[src/rtl/stm_pkg.sv]
`timescale 1ns / 1ps
`default_nettype none

package stm_pkg;

  // screens that keep a frame maximum
  localparam int NUM_SCREENS = 8;
  localparam int SCR_W = (NUM_SCREENS > 1) ? $clog2(NUM_SCREENS) : 1;
  localparam logic [SCR_W-1:0] LAST_SCR = SCR_W'(NUM_SCREENS - 1);

  // reported screen fields are 3 bits wide
  localparam int SCR_OUT_W = 3;

  localparam logic [15:0] CEIL16 = 16'hFFFF;

  // queue between front and back
  localparam int QDEPTH = 2;
  localparam int QPTR_W = (QDEPTH > 1) ? $clog2(QDEPTH) : 1;
  localparam int QCNT_W = $clog2(QDEPTH + 1);

  // stream widths
  localparam int IN_DATA_W  = 72;
  localparam int IN_USER_W  = 2;
  localparam int OUT_DATA_W = 208;

  // configuration registers
  localparam int CFG_IDX_W = 2;
  localparam logic [31:0] SANE_MAX_RST     = 32'd1000000;
  localparam logic [31:0] FRAME_BUDGET_RST = 32'd33333;
  localparam logic [31:0] PASS_BUDGET_RST  = 32'd10000;

  typedef enum logic [CFG_IDX_W-1:0] {
    CFG_SANE_MAX     = 2'd0,
    CFG_FRAME_BUDGET = 2'd1,
    CFG_PASS_BUDGET  = 2'd2
  } cfg_idx_t;

  typedef enum logic [1:0] {
    FN_FRAME      = 2'd0,
    FN_PASS       = 2'd1,
    FN_SET_SCREEN = 2'd2,
    FN_CLEAR      = 2'd3
  } func_t;

  typedef struct packed {
    logic                 valid;
    logic [CFG_IDX_W-1:0] index;
    logic [31:0]          data;
  } cfg_wr_t;

  // classified request handed from front to back
  typedef struct packed {
    func_t            func;
    logic [31:0]      span;
    logic             accepted;
    logic             over;
    logic             ceil;
    logic             sel_ok;
    logic [SCR_W-1:0] sel_idx;
  } item_t;

  typedef struct packed {
    logic [15:0]          screen_max_us;
    logic                 max_saturated;
    logic [31:0]          frame_worst_us;
    logic [SCR_OUT_W-1:0] frame_worst_screen;
    logic [31:0]          pass_worst_us;
    logic [SCR_OUT_W-1:0] pass_worst_screen;
    logic [15:0]          frame_overruns;
    logic [15:0]          pass_overruns;
    logic [31:0]          frame_count;
    logic [31:0]          pass_count;
    logic [15:0]          discard_count;
    logic [SCR_OUT_W-1:0] billed_screen;
  } res_t;

  function automatic logic [SCR_OUT_W-1:0] scr_field(input logic [SCR_W-1:0] s);
    logic [SCR_W+SCR_OUT_W-1:0] wide;
    wide = {{SCR_OUT_W{1'b0}}, s};
    return wide[SCR_OUT_W-1:0];
  endfunction

  function automatic logic [15:0] sat_inc16(input logic [15:0] v);
    return (v == CEIL16) ? v : v + 16'd1;
  endfunction

endpackage

`default_nettype wire

[src/rtl/stm_front.sv]
`timescale 1ns / 1ps
`default_nettype none

module stm_front (
  input  wire logic                            clk,
  input  wire logic                            rst,
  input  wire stm_pkg::cfg_wr_t                cfg,
  input  wire logic                            in_valid,
  output logic                                 in_ready,
  input  wire logic [stm_pkg::IN_DATA_W-1:0]   in_data,
  input  wire logic [stm_pkg::IN_USER_W-1:0]   in_user,
  output logic                                 push_valid,
  input  wire logic                            push_ready,
  output stm_pkg::item_t                       push_item
);

  logic [31:0] sane_max;
  logic [31:0] frame_budget;
  logic [31:0] pass_budget;

  logic           f_valid;
  stm_pkg::item_t f_item;
  stm_pkg::item_t f_item_next;

  logic [31:0]         begin_stamp;
  logic [31:0]         end_stamp;
  logic [7:0]          screen_sel;
  stm_pkg::func_t      func;
  logic [31:0]         span;
  logic [31:0]         budget;
  logic                accept;

  always_ff @(posedge clk) begin
    if (rst) begin
      sane_max     <= stm_pkg::SANE_MAX_RST;
      frame_budget <= stm_pkg::FRAME_BUDGET_RST;
      pass_budget  <= stm_pkg::PASS_BUDGET_RST;
    end else if (cfg.valid) begin
      unique case (cfg.index)
        stm_pkg::CFG_SANE_MAX:     sane_max     <= cfg.data;
        stm_pkg::CFG_FRAME_BUDGET: frame_budget <= cfg.data;
        stm_pkg::CFG_PASS_BUDGET:  pass_budget  <= cfg.data;
        default: ;
      endcase
    end
  end

  assign begin_stamp = in_data[31:0];
  assign end_stamp   = in_data[63:32];
  assign screen_sel  = in_data[71:64];
  assign func        = stm_pkg::func_t'(in_user);

  assign in_ready = !f_valid || push_ready;
  assign accept   = in_valid && in_ready;

  always_comb begin
    span   = end_stamp - begin_stamp;
    budget = (func == stm_pkg::FN_FRAME) ? frame_budget : pass_budget;
    f_item_next.func     = func;
    f_item_next.span     = span;
    f_item_next.accepted = (span <= sane_max);
    f_item_next.over     = (span > budget);
    f_item_next.ceil     = (span[31:16] != 16'd0) || (span[15:0] == stm_pkg::CEIL16);
    f_item_next.sel_ok   = ({1'b0, screen_sel} < 9'(stm_pkg::NUM_SCREENS));
    f_item_next.sel_idx  = screen_sel[stm_pkg::SCR_W-1:0];
  end

  always_ff @(posedge clk) begin
    if (rst) begin
      f_valid <= 1'b0;
    end else if (accept) begin
      f_valid <= 1'b1;
    end else if (push_ready) begin
      f_valid <= 1'b0;
    end
  end

  always_ff @(posedge clk) begin
    if (accept) begin
      f_item <= f_item_next;
    end
  end

  assign push_valid = f_valid;
  assign push_item  = f_item;

endmodule

`default_nettype wire

[src/rtl/stm_fifo.sv]
`timescale 1ns / 1ps
`default_nettype none

module stm_fifo (
  input  wire logic           clk,
  input  wire logic           rst,
  input  wire logic           push_valid,
  output logic                push_ready,
  input  wire stm_pkg::item_t push_item,
  output logic                pop_valid,
  input  wire logic           pop_ready,
  output stm_pkg::item_t      pop_item
);

  stm_pkg::item_t entries [stm_pkg::QDEPTH];

  logic [stm_pkg::QPTR_W-1:0] wr_ptr;
  logic [stm_pkg::QPTR_W-1:0] rd_ptr;
  logic [stm_pkg::QCNT_W-1:0] count;
  logic                       push;
  logic                       pop;

  assign push_ready = (count != stm_pkg::QCNT_W'(stm_pkg::QDEPTH));
  assign pop_valid  = (count != '0);
  assign push       = push_valid && push_ready;
  assign pop        = pop_valid && pop_ready;
  assign pop_item   = entries[rd_ptr];

  function automatic logic [stm_pkg::QPTR_W-1:0] ptr_inc(input logic [stm_pkg::QPTR_W-1:0] p);
    return (p == stm_pkg::QPTR_W'(stm_pkg::QDEPTH - 1)) ? '0 : p + 1'b1;
  endfunction

  always_ff @(posedge clk) begin
    if (rst) begin
      wr_ptr <= '0;
      rd_ptr <= '0;
      count  <= '0;
    end else begin
      if (push) wr_ptr <= ptr_inc(wr_ptr);
      if (pop)  rd_ptr <= ptr_inc(rd_ptr);
      if (push && !pop) begin
        count <= count + 1'b1;
      end else if (pop && !push) begin
        count <= count - 1'b1;
      end
    end
  end

  always_ff @(posedge clk) begin
    if (push) begin
      entries[wr_ptr] <= push_item;
    end
  end

`ifndef ASSERT_OFF
  a_count_range: assert property (@(posedge clk) disable iff (rst)
    count <= stm_pkg::QCNT_W'(stm_pkg::QDEPTH))
    else $error("queue count beyond depth");
  a_count_up: assert property (@(posedge clk) disable iff (rst)
    push && !pop |=> count == $past(count) + 1'b1)
    else $error("queue count missed a push");
  a_count_down: assert property (@(posedge clk) disable iff (rst)
    pop && !push |=> count == $past(count) - 1'b1)
    else $error("queue count missed a pop");
`endif

endmodule

`default_nettype wire

[src/rtl/stm_back.sv]
`timescale 1ns / 1ps
`default_nettype none

module stm_back (
  input  wire logic           clk,
  input  wire logic           rst,
  input  wire logic           pop_valid,
  output logic                pop_ready,
  input  wire stm_pkg::item_t pop_item,
  output logic                out_valid,
  input  wire logic           out_ready,
  output stm_pkg::res_t       out_res
);

  logic [15:0] tbl      [stm_pkg::NUM_SCREENS];
  logic [15:0] tbl_next [stm_pkg::NUM_SCREENS];

  logic                      sat;
  logic [31:0]               frame_worst;
  logic [stm_pkg::SCR_W-1:0] frame_worst_scr;
  logic [31:0]               pass_worst;
  logic [stm_pkg::SCR_W-1:0] pass_worst_scr;
  logic [15:0]               frame_over_cnt;
  logic [15:0]               pass_over_cnt;
  logic [31:0]               frame_cnt;
  logic [31:0]               pass_cnt;
  logic [15:0]               discard_cnt;
  logic [stm_pkg::SCR_W-1:0] cur_scr;

  logic                      sat_next;
  logic [31:0]               frame_worst_next;
  logic [stm_pkg::SCR_W-1:0] frame_worst_scr_next;
  logic [31:0]               pass_worst_next;
  logic [stm_pkg::SCR_W-1:0] pass_worst_scr_next;
  logic [15:0]               frame_over_cnt_next;
  logic [15:0]               pass_over_cnt_next;
  logic [31:0]               frame_cnt_next;
  logic [31:0]               pass_cnt_next;
  logic [15:0]               discard_cnt_next;
  logic [stm_pkg::SCR_W-1:0] cur_scr_next;

  logic          pop;
  stm_pkg::res_t res_next;

  assign pop_ready = !out_valid || out_ready;
  assign pop       = pop_valid && pop_ready;

  always_comb begin
    sat_next             = sat;
    frame_worst_next     = frame_worst;
    frame_worst_scr_next = frame_worst_scr;
    pass_worst_next      = pass_worst;
    pass_worst_scr_next  = pass_worst_scr;
    frame_over_cnt_next  = frame_over_cnt;
    pass_over_cnt_next   = pass_over_cnt;
    frame_cnt_next       = frame_cnt;
    pass_cnt_next        = pass_cnt;
    discard_cnt_next     = discard_cnt;
    cur_scr_next         = cur_scr;

    if (pop) begin
      unique case (pop_item.func)
        stm_pkg::FN_FRAME: begin
          if (pop_item.accepted) begin
            frame_cnt_next = frame_cnt + 32'd1;
            if (pop_item.over) frame_over_cnt_next = stm_pkg::sat_inc16(frame_over_cnt);
            if (pop_item.ceil) sat_next = 1'b1;
            if (pop_item.span > frame_worst) begin
              frame_worst_next     = pop_item.span;
              frame_worst_scr_next = cur_scr;
            end
          end else begin
            discard_cnt_next = stm_pkg::sat_inc16(discard_cnt);
          end
        end
        stm_pkg::FN_PASS: begin
          if (pop_item.accepted) begin
            pass_cnt_next = pass_cnt + 32'd1;
            if (pop_item.over) pass_over_cnt_next = stm_pkg::sat_inc16(pass_over_cnt);
            if (pop_item.span > pass_worst) begin
              pass_worst_next     = pop_item.span;
              pass_worst_scr_next = cur_scr;
            end
          end else begin
            discard_cnt_next = stm_pkg::sat_inc16(discard_cnt);
          end
        end
        stm_pkg::FN_SET_SCREEN: begin
          cur_scr_next = pop_item.sel_ok ? pop_item.sel_idx : stm_pkg::LAST_SCR;
        end
        stm_pkg::FN_CLEAR: begin
          sat_next             = 1'b0;
          frame_worst_next     = '0;
          frame_worst_scr_next = '0;
          pass_worst_next      = '0;
          pass_worst_scr_next  = '0;
          frame_over_cnt_next  = '0;
          pass_over_cnt_next   = '0;
          frame_cnt_next       = '0;
          pass_cnt_next        = '0;
          discard_cnt_next     = '0;
        end
        default: ;
      endcase
    end
  end

  // each screen entry has its own compare against the span
  always_comb begin
    for (int i = 0; i < stm_pkg::NUM_SCREENS; i++) begin
      tbl_next[i] = tbl[i];
      if (pop) begin
        if (pop_item.func == stm_pkg::FN_CLEAR) begin
          tbl_next[i] = '0;
        end else if (pop_item.func == stm_pkg::FN_FRAME && pop_item.accepted &&
                     cur_scr == stm_pkg::SCR_W'(i)) begin
          if (pop_item.ceil) begin
            tbl_next[i] = stm_pkg::CEIL16;
          end else if (pop_item.span[15:0] > tbl[i]) begin
            tbl_next[i] = pop_item.span[15:0];
          end
        end
      end
    end
  end

  always_comb begin
    res_next.screen_max_us      = pop_item.sel_ok ? tbl_next[pop_item.sel_idx] : 16'd0;
    res_next.max_saturated      = sat_next;
    res_next.frame_worst_us     = frame_worst_next;
    res_next.frame_worst_screen = stm_pkg::scr_field(frame_worst_scr_next);
    res_next.pass_worst_us      = pass_worst_next;
    res_next.pass_worst_screen  = stm_pkg::scr_field(pass_worst_scr_next);
    res_next.frame_overruns     = frame_over_cnt_next;
    res_next.pass_overruns      = pass_over_cnt_next;
    res_next.frame_count        = frame_cnt_next;
    res_next.pass_count         = pass_cnt_next;
    res_next.discard_count      = discard_cnt_next;
    res_next.billed_screen      = stm_pkg::scr_field(cur_scr_next);
  end

  always_ff @(posedge clk) begin
    if (rst) begin
      for (int i = 0; i < stm_pkg::NUM_SCREENS; i++) tbl[i] <= '0;
      sat             <= 1'b0;
      frame_worst     <= '0;
      frame_worst_scr <= '0;
      pass_worst      <= '0;
      pass_worst_scr  <= '0;
      frame_over_cnt  <= '0;
      pass_over_cnt   <= '0;
      frame_cnt       <= '0;
      pass_cnt        <= '0;
      discard_cnt     <= '0;
      cur_scr         <= '0;
      out_valid       <= 1'b0;
    end else begin
      for (int i = 0; i < stm_pkg::NUM_SCREENS; i++) tbl[i] <= tbl_next[i];
      sat             <= sat_next;
      frame_worst     <= frame_worst_next;
      frame_worst_scr <= frame_worst_scr_next;
      pass_worst      <= pass_worst_next;
      pass_worst_scr  <= pass_worst_scr_next;
      frame_over_cnt  <= frame_over_cnt_next;
      pass_over_cnt   <= pass_over_cnt_next;
      frame_cnt       <= frame_cnt_next;
      pass_cnt        <= pass_cnt_next;
      discard_cnt     <= discard_cnt_next;
      cur_scr         <= cur_scr_next;
      if (pop) begin
        out_valid <= 1'b1;
      end else if (out_ready) begin
        out_valid <= 1'b0;
      end
    end
  end

  always_ff @(posedge clk) begin
    if (pop) begin
      out_res <= res_next;
    end
  end

`ifndef ASSERT_OFF
  a_idle_holds_count: assert property (@(posedge clk) disable iff (rst)
    !pop |=> $stable(frame_cnt) && $stable(pass_cnt) && $stable(discard_cnt))
    else $error("statistics moved without a request");
  a_screen_range: assert property (@(posedge clk) disable iff (rst)
    cur_scr <= stm_pkg::LAST_SCR)
    else $error("billed screen out of range");
  a_sat_sticky: assert property (@(posedge clk) disable iff (rst)
    sat && !(pop && pop_item.func == stm_pkg::FN_CLEAR) |=> sat)
    else $error("saturation flag dropped without a clear");
`endif

endmodule

`default_nettype wire

[src/rtl/span_timing_monitor.sv]
// path: a request passes the front register, a queue entry and the result register
// throughput: one request per cycle unless m_tready stalls; while a finished result waits
//   on m_tready, front stage and two-entry queue take up to three more requests
// reset: synchronous active-high rst clears all statistics, the billed screen and the queue
//   and loads the default sanity limit and budgets; the first request may follow at once
`timescale 1ns / 1ps
`default_nettype none

module span_timing_monitor (
  input  wire logic                              clk,
  input  wire logic                              rst,
  // request stream
  input  wire logic                              s_tvalid,
  output logic                                   s_tready,
  // [31:0] begin_stamp, [63:32] end_stamp, [71:64] screen_sel
  input  wire logic [stm_pkg::IN_DATA_W-1:0]     s_tdata,
  // [1:0] func
  input  wire logic [stm_pkg::IN_USER_W-1:0]     s_tuser,
  // result stream
  output logic                                   m_tvalid,
  input  wire logic                              m_tready,
  // [15:0] screen_max_us, [16] max_saturated, [48:17] frame_worst_us,
  // [51:49] frame_worst_screen, [83:52] pass_worst_us, [86:84] pass_worst_screen,
  // [102:87] frame_overruns, [118:103] pass_overruns, [150:119] frame_count,
  // [182:151] pass_count, [198:183] discard_count, [201:199] billed_screen,
  // [207:202] zero
  output logic [stm_pkg::OUT_DATA_W-1:0]         m_tdata,
  // configuration writes
  input  wire logic                              cfg_valid,
  output logic                                   cfg_ready,
  input  wire logic [stm_pkg::CFG_IDX_W-1:0]     cfg_index,
  input  wire logic [31:0]                       cfg_data
);

  stm_pkg::cfg_wr_t cfg;
  logic             q_push_valid;
  logic             q_push_ready;
  stm_pkg::item_t   q_push_item;
  logic             q_pop_valid;
  logic             q_pop_ready;
  stm_pkg::item_t   q_pop_item;
  stm_pkg::res_t    res;

  // registers are plain flops, a write lands whenever rst is low
  assign cfg_ready = 1'b1;
  assign cfg.valid = cfg_valid;
  assign cfg.index = cfg_index;
  assign cfg.data  = cfg_data;

  // front: span subtract, sanity, budget and ceiling compares, screen range check
  stm_front u_front (
    .clk        (clk),
    .rst        (rst),
    .cfg        (cfg),
    .in_valid   (s_tvalid),
    .in_ready   (s_tready),
    .in_data    (s_tdata),
    .in_user    (s_tuser),
    .push_valid (q_push_valid),
    .push_ready (q_push_ready),
    .push_item  (q_push_item)
  );

  // short queue so front and back stall on their own
  stm_fifo u_fifo (
    .clk        (clk),
    .rst        (rst),
    .push_valid (q_push_valid),
    .push_ready (q_push_ready),
    .push_item  (q_push_item),
    .pop_valid  (q_pop_valid),
    .pop_ready  (q_pop_ready),
    .pop_item   (q_pop_item)
  );

  // back: statistics update and result register
  stm_back u_back (
    .clk       (clk),
    .rst       (rst),
    .pop_valid (q_pop_valid),
    .pop_ready (q_pop_ready),
    .pop_item  (q_pop_item),
    .out_valid (m_tvalid),
    .out_ready (m_tready),
    .out_res   (res)
  );

  // last listed field in the lowest bits
  assign m_tdata = {6'd0,
                    res.billed_screen,
                    res.discard_count,
                    res.pass_count,
                    res.frame_count,
                    res.pass_overruns,
                    res.frame_overruns,
                    res.pass_worst_screen,
                    res.pass_worst_us,
                    res.frame_worst_screen,
                    res.frame_worst_us,
                    res.max_saturated,
                    res.screen_max_us};

endmodule

`default_nettype wire

[config.mk]
export PLATFORM = sky130hd
export DESIGN_NAME = span_timing_monitor
export DESIGN_NICKNAME = d
export VERILOG_FILES = /design/src/rtl/stm_pkg.sv /design/src/rtl/stm_front.sv /design/src/rtl/stm_fifo.sv /design/src/rtl/stm_back.sv /design/src/rtl/span_timing_monitor.sv
export SDC_FILE = /design/constraint.sdc
export NUM_CORES = 2
export LEC_CHECK = 0
export CORE_AREA = 2 2 310 312
export CTS_CLUSTER_DIAMETER = 50
export CTS_CLUSTER_SIZE = 20
export DETAILED_ROUTE_END_ITERATION = 16
export DIE_AREA = 0 0 312 314
export DONT_BUFFER_PORTS = 1
export PLACE_DENSITY_LB_ADDON = 0.15
export SYNTH_ARGS = -nofsm -noshare
export SYNTH_HDL_FRONTEND = slang
export SYNTH_SLANG_ARGS = --single-unit
[constraint.sdc]
create_clock -name clk -period 24.4 [get_ports clk]
set_clock_uncertainty 0.1 [all_clocks]
set_input_delay 6.1 -clock clk [delete_from_list [all_inputs] [get_ports clk]]
set_output_delay 6.1 -clock clk [all_outputs]
set_load 0.01 [all_outputs]
# After elaboration in Yosys (flattened, before gate mapping)
# Memories as Yosys holds them, arrays and structs flattened. A register that Yosys moved wholly into a read port is not among the register bits.
# Index checks and enable logic that the tools add are counted.
op_classes:
  eq_ne: 17
  muxes: 110
  magnitude_cmp: 14
  n_addsub: 10
  bitwise_logic: 9
  n_reduce_logical: 34
op_table:
  columns: ["op", "count"]
  rows:
  - ["two-way mux 16 bit", 61]
  - ["two-way mux 32 bit", 11]
  - ["case mux 32 bit (2 select lines)", 4]
  - ["greater-than comparator 16 bit", 8]
  - ["greater-than comparator 32 bit", 3]
  - ["case mux 16 bit (2 select lines)", 3]
  - ["adder 32 x 1 -> 32 bit, second input constant", 2]
  - ["equality test 16 bit, second input constant", 4]
  - ["adder 16 x 1 -> 16 bit, second input constant", 3]
  - ["binary-select mux 16 bit (select 3 bit)", 1]
  - ["<= comparator 32 bit", 1]
  - ["subtractor 32 bit", 1]
  - ["two-way mux 3 bit", 9]
  - ["two-way mux 1 bit", 16]
  - ["nonzero test 16 bit", 1]
  - ["logical AND 1 bit", 14]
  - ["equality test 3 bit, second input constant", 4]
  - ["case mux 3 bit (2 select lines)", 2]
  - ["< comparator 8 x 4 -> 1 bit, second input constant", 1]
  - ["OR 1 bit", 8]
  - ["nonzero test 2 bit", 4]
  - ["equality test 2 bit, second input constant", 3]
  - ["equality test 3 x 2 -> 1 bit, second input constant", 2]
  - ["logical NOT 2 bit", 3]
  - ["other kinds (15)", 25]
totals:
  reg_bits: 531
  mem_count: 2
  wordCells: 234
  input_bits: 113
  ramBits: 210
mem_list:
  columns: ["memory", "depth", "word_bits", "rd", "rd_clocked_by_memory_dff", "wr", "line_no", "rtl"]
  rows:
  - ["u_back.tbl", 8, 16, 8, 0, 8, "stm_back.sv:15", "logic [15:0] tbl [stm_pkg::NUM_SCREENS];"]
  - ["u_fifo.entries", 2, 41, 1, 1, 1, "stm_fifo.sv:15", "stm_pkg::item_t entries [stm_pkg::QDEPTH];"]

# Logic depth before layout (Yosys ltp)
# An unclocked memory read counts as a cell.
depth:
  word_depth: 10
  depth_mapped: 20
  depth_no_buf: 19

# Modules after synthesis
# Synthesis repeated with hierarchy kept, for this count alone.
unflattened:
  hier_cells: 4042
  hier_area_um2: 38573.2
modules_own_cells:
  columns: ["module", "cells_each", "n_inst", "seq_area_each_um2", "area_per_inst_um2"]
  rows:
  - ["stm_back", 2899, 1, 12371.9, 26923.3]
  - ["stm_front", 982, 1, 3173.0, 8418.1]
  - ["stm_fifo", 152, 1, 2562.5, 3171.8]
  - ["span_timing_monitor", 9, 1, 0.0, 60.1]

# Worst setup path before layout
# No wires, ideal clock.
synth_path:
  path_type: "input-to-reg"
  from: "in m_tready"
  to: "reg u_back.out_res[43] in the netlist's numbering, data pin"
  setup_slack_ps: 10663
  cell_stages: 8
  arrival_time_ps: 13368
  cell_sequence: "nand2b_1 -> o21ai_0 -> inv_1 -> clkbuf_1 -> buf_1 -> o21ai_0 -> nand2_1 -> o31ai_1"
synth_via:
  elab_chain_cells: 3
synth_lines:
  columns: ["element", "line_no", "rtl"]
  rows:
  - ["start: declaration", "span_timing_monitor.sv:21", "input wire logic m_tready,"]
  - ["logical OR 1 bit", "stm_back.sv:45", "assign pop_ready = !out_valid || out_ready;"]
  - ["logical AND 1 bit", "stm_back.sv:46", "assign pop = pop_valid && pop_ready;"]
  - ["net u_back.pop", "stm_back.sv:42", "logic pop;"]
  - ["two-way mux 32 bit", "stm_back.sv:61", "if (pop) begin"]
  - ["net u_back.pass_cnt_next[24]", "stm_back.sv:38", "logic [31:0] pass_cnt_next;"]
  - ["end signal: assignment", "stm_back.sv:180", "out_res <= res_next;"]
  - ["end: declaration", "stm_back.sv:12", "output stm_pkg::res_t out_res"]
# The timed path passes the listed nets, and every way through them passes these cells.
# A chain may end at the register's enable or synchronous reset.

==> results list <==
- Seq cells post-synth: 742
* Pin count of the biggest net entering global routing: 216
- Summed over all nets, the half-perimeter wirelength after detailed placement is 81.4 mm.
- Routed via count: 29100
- The run finished with clean final reports.
- For this run, the leading register cell type out of synthesis is sky130_fd_sc_hd__dfxtp_1.
- Number of standard-cell rows in the floorplan: 113
* Instance count along the most critical hold path: 0
- Summed over all layers, the routed wires come to 116 mm.
* Leakage power total: 15.3 nW
* DIE AREA: 98000 um2
- The share of the Yosys chip area taken by registers is 0.481.
* Hold Fails Final Rpt: 0
* Arrival time of the worst setup path: 10050 ps
* Required time worst endpoint: 24740 ps
- Maximum single-stage delay on the critical path: 530 ps
* Category of the critical setup timing path: input port to flip-flop
- The final count of pins violating max slew came to 0.
- Max Clk Rate: 0.103 GHz
* Share of the clock period used by the worst path after layout: 0.398
* Cell taking the most area after synthesis: sky130_fd_sc_hd__edfxtp_1
- Hold wc startpoint: u_front.push_item[14]$_DFFE_PP_
* N_diodes: 0
- Count of unique library cells instantiated by Yosys: 88
* CTS Buffer Depth: 3
- In this run the worst path has a maximum fanout of 9.
- The floorplan step set the die height to 314 um.
* Min-Delay Path Class: flip-flop to flip-flop
* Yosys warns: 0
* Setup violation total in the final timing report: 0
- Dividing the detail-routed wire length by the instance count gives 22.1 um.
- The clock reaches the later pin of the worst-skew pair after 680 ps.
- Setup repair after global routing missed its margin: no
- FFs w/ async S/R, synth: 0
* Clock root cell: sky130_fd_sc_hd__clkbuf_16
- The completed layout was analyzed and its total power is 4.30 mW.
- Post-cts resize count: 0
- Number of buffers created by CTS: 104
- The number of antenna violations at the first check in global routing came to 3.
- Final core utilization: 0.449
- Post-CTS setup repair buffer count: 0
- For hold timing, the worst endpoint is u_fifo.entries[0][14]$_DFFE_PP_.
* Number of global-route vias before repair: 27800
- In this run the tightest slew margin relative to its limit is 0.180.
- Global-route congestion overflow total: 0
- Mean instance size in the synthesized netlist: 9.58 um2
- Measured in cells, the most critical reg-to-reg path has a length of 13.
- Sorting the synthesized cells by area gives the leading types as sky130_fd_sc_hd__edfxtp_1 26%, sky130_fd_sc_hd__dfxtp_1 22%, sky130_fd_sc_hd__ha_1 9.9%.
- H-tree levels: 3
- Dividing the detail-routed via count by the number of cells gives 5.55.
- For the final routed database, the setup TNS stands at 0 ps.
- Worst slew pin tran: 1230 ps
- Clock tree synthesis found a total of 742 sinks.
- Total standard cell area after synthesis: 37600 um2
* Chip Width: 312 um
- Clock tree from TritonCTS: yes
- Minimum period implied by the final worst setup slack: 9710 ps
- The initial utilization of the core area, before any placement, comes to 0.398.
* Synthesis-to-finish area growth: 12.9%
* Setup crit end kind: flip-flop
- In the global route stage, overall resource usage came out at 0.231.
* Capture point of the worst reg-to-reg path: u_back.pass_worst[14]$_SDFF_PP0_
* Port Buf Inserts: 0
- The tool flagged a number of max-cap violations equal to 0.
- Routability-driven placement finished with a final weighted congestion of 0.898.
- Worst ir drop on vdd: 0.0871 mV
- Synthesis produced a netlist whose cell count is 3924.
- Clock-pin slew was measured on the worst setup and hold paths at 60 ps.
- The floorplan step defined a core boundary enclosing 94400 um2.
- In this run the power density over the cells is 101 nW/um2.
* Antenna violation net count after detailed routing: 0
* Total I/O pin count: 324
- Hold buffer count at cts: 0
- Counting flops with a built-in enable in the synthesized netlist gives 325.
* Worst setup slack for register-to-register paths: 18050 ps
- In the final layout, the share of cells above drive strength 1 is 0.0792.
- Pre-Repair DR Iteration Count: 5
- Crit-path slowest cell: sky130_fd_sc_hd__ha_1
- Top cell by count, worst path: sky130_fd_sc_hd__a21oi_1
* Filler Cells Inserted: 9265
* Number of DRC violations after detailed-routing iteration 0: 2087
- DRC viols: 0
- Global-route wire length before repair: 175 mm
* Worst path cell trace: inv_1 -> ha_1 -> o211ai_1 -> a211oi_2 -> o21ai_2 -> a41oi_1 -> a21oi_1 -> o21ai_0 -> nand2_1 -> a22oi_1 -> ha_1 -> a21o_1 -> a21o_1 -> a21oi_1 -> o21ai_0 -> a211oi_1 -> o211ai_1 -> a21oi_1 -> nor2_1
* Startpoint Class: input port
- Nets: 4287
- Share of Yosys cell area claimed by the top area cell type: 0.259
- The critical path starts at s_tdata[6].
[cell families after synthesis]
kind of cell             Yosys count  synth area share
buffers and inverters            516            0.0532
other                              2          0.000200
adder cells (fa/ha/maj)          299            0.0997
XOR/XNOR                          83            0.0193
flip-flops                       742             0.481
AO/OA/AOI/OAI                    903             0.162
AND/OR/NAND/NOR                 1293             0.161
multiplexers                      86            0.0232
[area by class of cell]
cell class / instances / area (um2) / area share
clock inverters: 82 / 832 / 0.0196
multi-input cells: 2671 / 17700 / 0.417
clock buffers: 116 / 2730 / 0.0644
flip-flops and latches: 742 / 18100 / 0.427
well taps: 1265 / 1580 / 0.0373
repair buffers: 43 / 323 / 0.00761
inverters: 313 / 1180 / 0.0279
[cells in the final DEF (no fill, tap or decap), drive strengths merged, types with 79 or more instances in the layout]
cell type  instances
nand4             90
inv              347
nor2b             79
nor3             139
clkbuf           116
nand2            381
a21oi            227
dfxtp            417
edfxtp           325
o22ai             88
o21ai            146
nor2             362
ha               298
[worst max-delay path, delay by kind of cell]
family / cells / cell delay (ps)
buffers and inverters: 1 / 20
adders and majority gates: 2 / 850
AOI/OAI and AO/OA: 14 / 2920
and+or+nand+nor: 2 / 130
[routing by layer]
layer	up-vias	track usage	wire (um)
li1	14100	-	-
met2	793	0.368	52300
met1	14000	0.312	52300
met4	6	0.0687	2950
met5	-	0	41
met3	178	0.0545	8180
[flip-flops by register name, indices dropped and copies added (netlist names), 16 cells and up, named ones only]
name                   flops
u_back.out_res           202
u_back.tbl               128
u_fifo.entries            82
u_front.push_item         41
u_back.frame_cnt          32
u_back.frame_worst        32
u_back.pass_cnt           32
u_back.pass_worst         32
u_front.frame_budget      32
u_front.pass_budget       32
u_front.sane_max          32
u_back.discard_cnt        16
u_back.frame_over_cnt     16
u_back.pass_over_cnt      16
[how the worst max path moves through the flow]
stage | to | slack, ps | cells after the start
2_1_floorplan | u_back.out_res[43]$_DFFE_PP_ | 10660 | 8
3_3_place_gp | u_front.push_item[5]$_DFFE_PP_ | 13990 | 19
3_5_place_dp | u_front.push_item[5]$_DFFE_PP_ | 13960 | 19
4_1_cts | u_front.push_item[5]$_DFFE_PP_ | 14680 | 19
5_1_grt | u_front.push_item[5]$_DFFE_PP_ | 14260 | 19
6_report | u_front.push_item[5]$_DFFE_PP_ | 14690 | 19
[report_power, final]
| group | total, mW | internal, mW | switching, mW |
|---|---|---|---|
| Sequential | 1.70 | 1.53 | 0.171 |
| Combinational | 1.06 | 0.308 | 0.754 |
| Clock | 1.53 | 0.890 | 0.644 |
| Total | 4.30 | 2.73 | 1.57 |
[through the flow]
stage | instance area (um2) | instances | setup slack [ps] | hold WS, ps
finish | 42400 | 5232 | 14690 | 345
global route | 42400 | 5232 | 14260 | 347
CTS | 42400 | 5232 | 14680 | 343
detailed placement | 38900 | 5034 | 13960 | 333
global placement | 38900 | 5034 | 13990 | 324
floorplan | 37600 | 3929 | 10660 | 321
[Yosys cell counts (51+ instances only)]
master,number
sky130_fd_sc_hd__edfxtp_1,325
sky130_fd_sc_hd__clkbuf_1,169
sky130_fd_sc_hd__inv_1,313
sky130_fd_sc_hd__xor2_1,51
sky130_fd_sc_hd__dfxtp_1,417
sky130_fd_sc_hd__a21o_1,78
sky130_fd_sc_hd__nand2_1,381
sky130_fd_sc_hd__nand3_1,77
sky130_fd_sc_hd__a21oi_1,223
sky130_fd_sc_hd__mux2i_1,76
sky130_fd_sc_hd__o2bb2ai_1,64
sky130_fd_sc_hd__nor2b_1,79
sky130_fd_sc_hd__nand4_1,90
sky130_fd_sc_hd__nor3_1,139
sky130_fd_sc_hd__ha_1,298
sky130_fd_sc_hd__o21ai_0,140
sky130_fd_sc_hd__nor2_1,361
sky130_fd_sc_hd__o22ai_1,88
(Power assumes the default switching activity.)
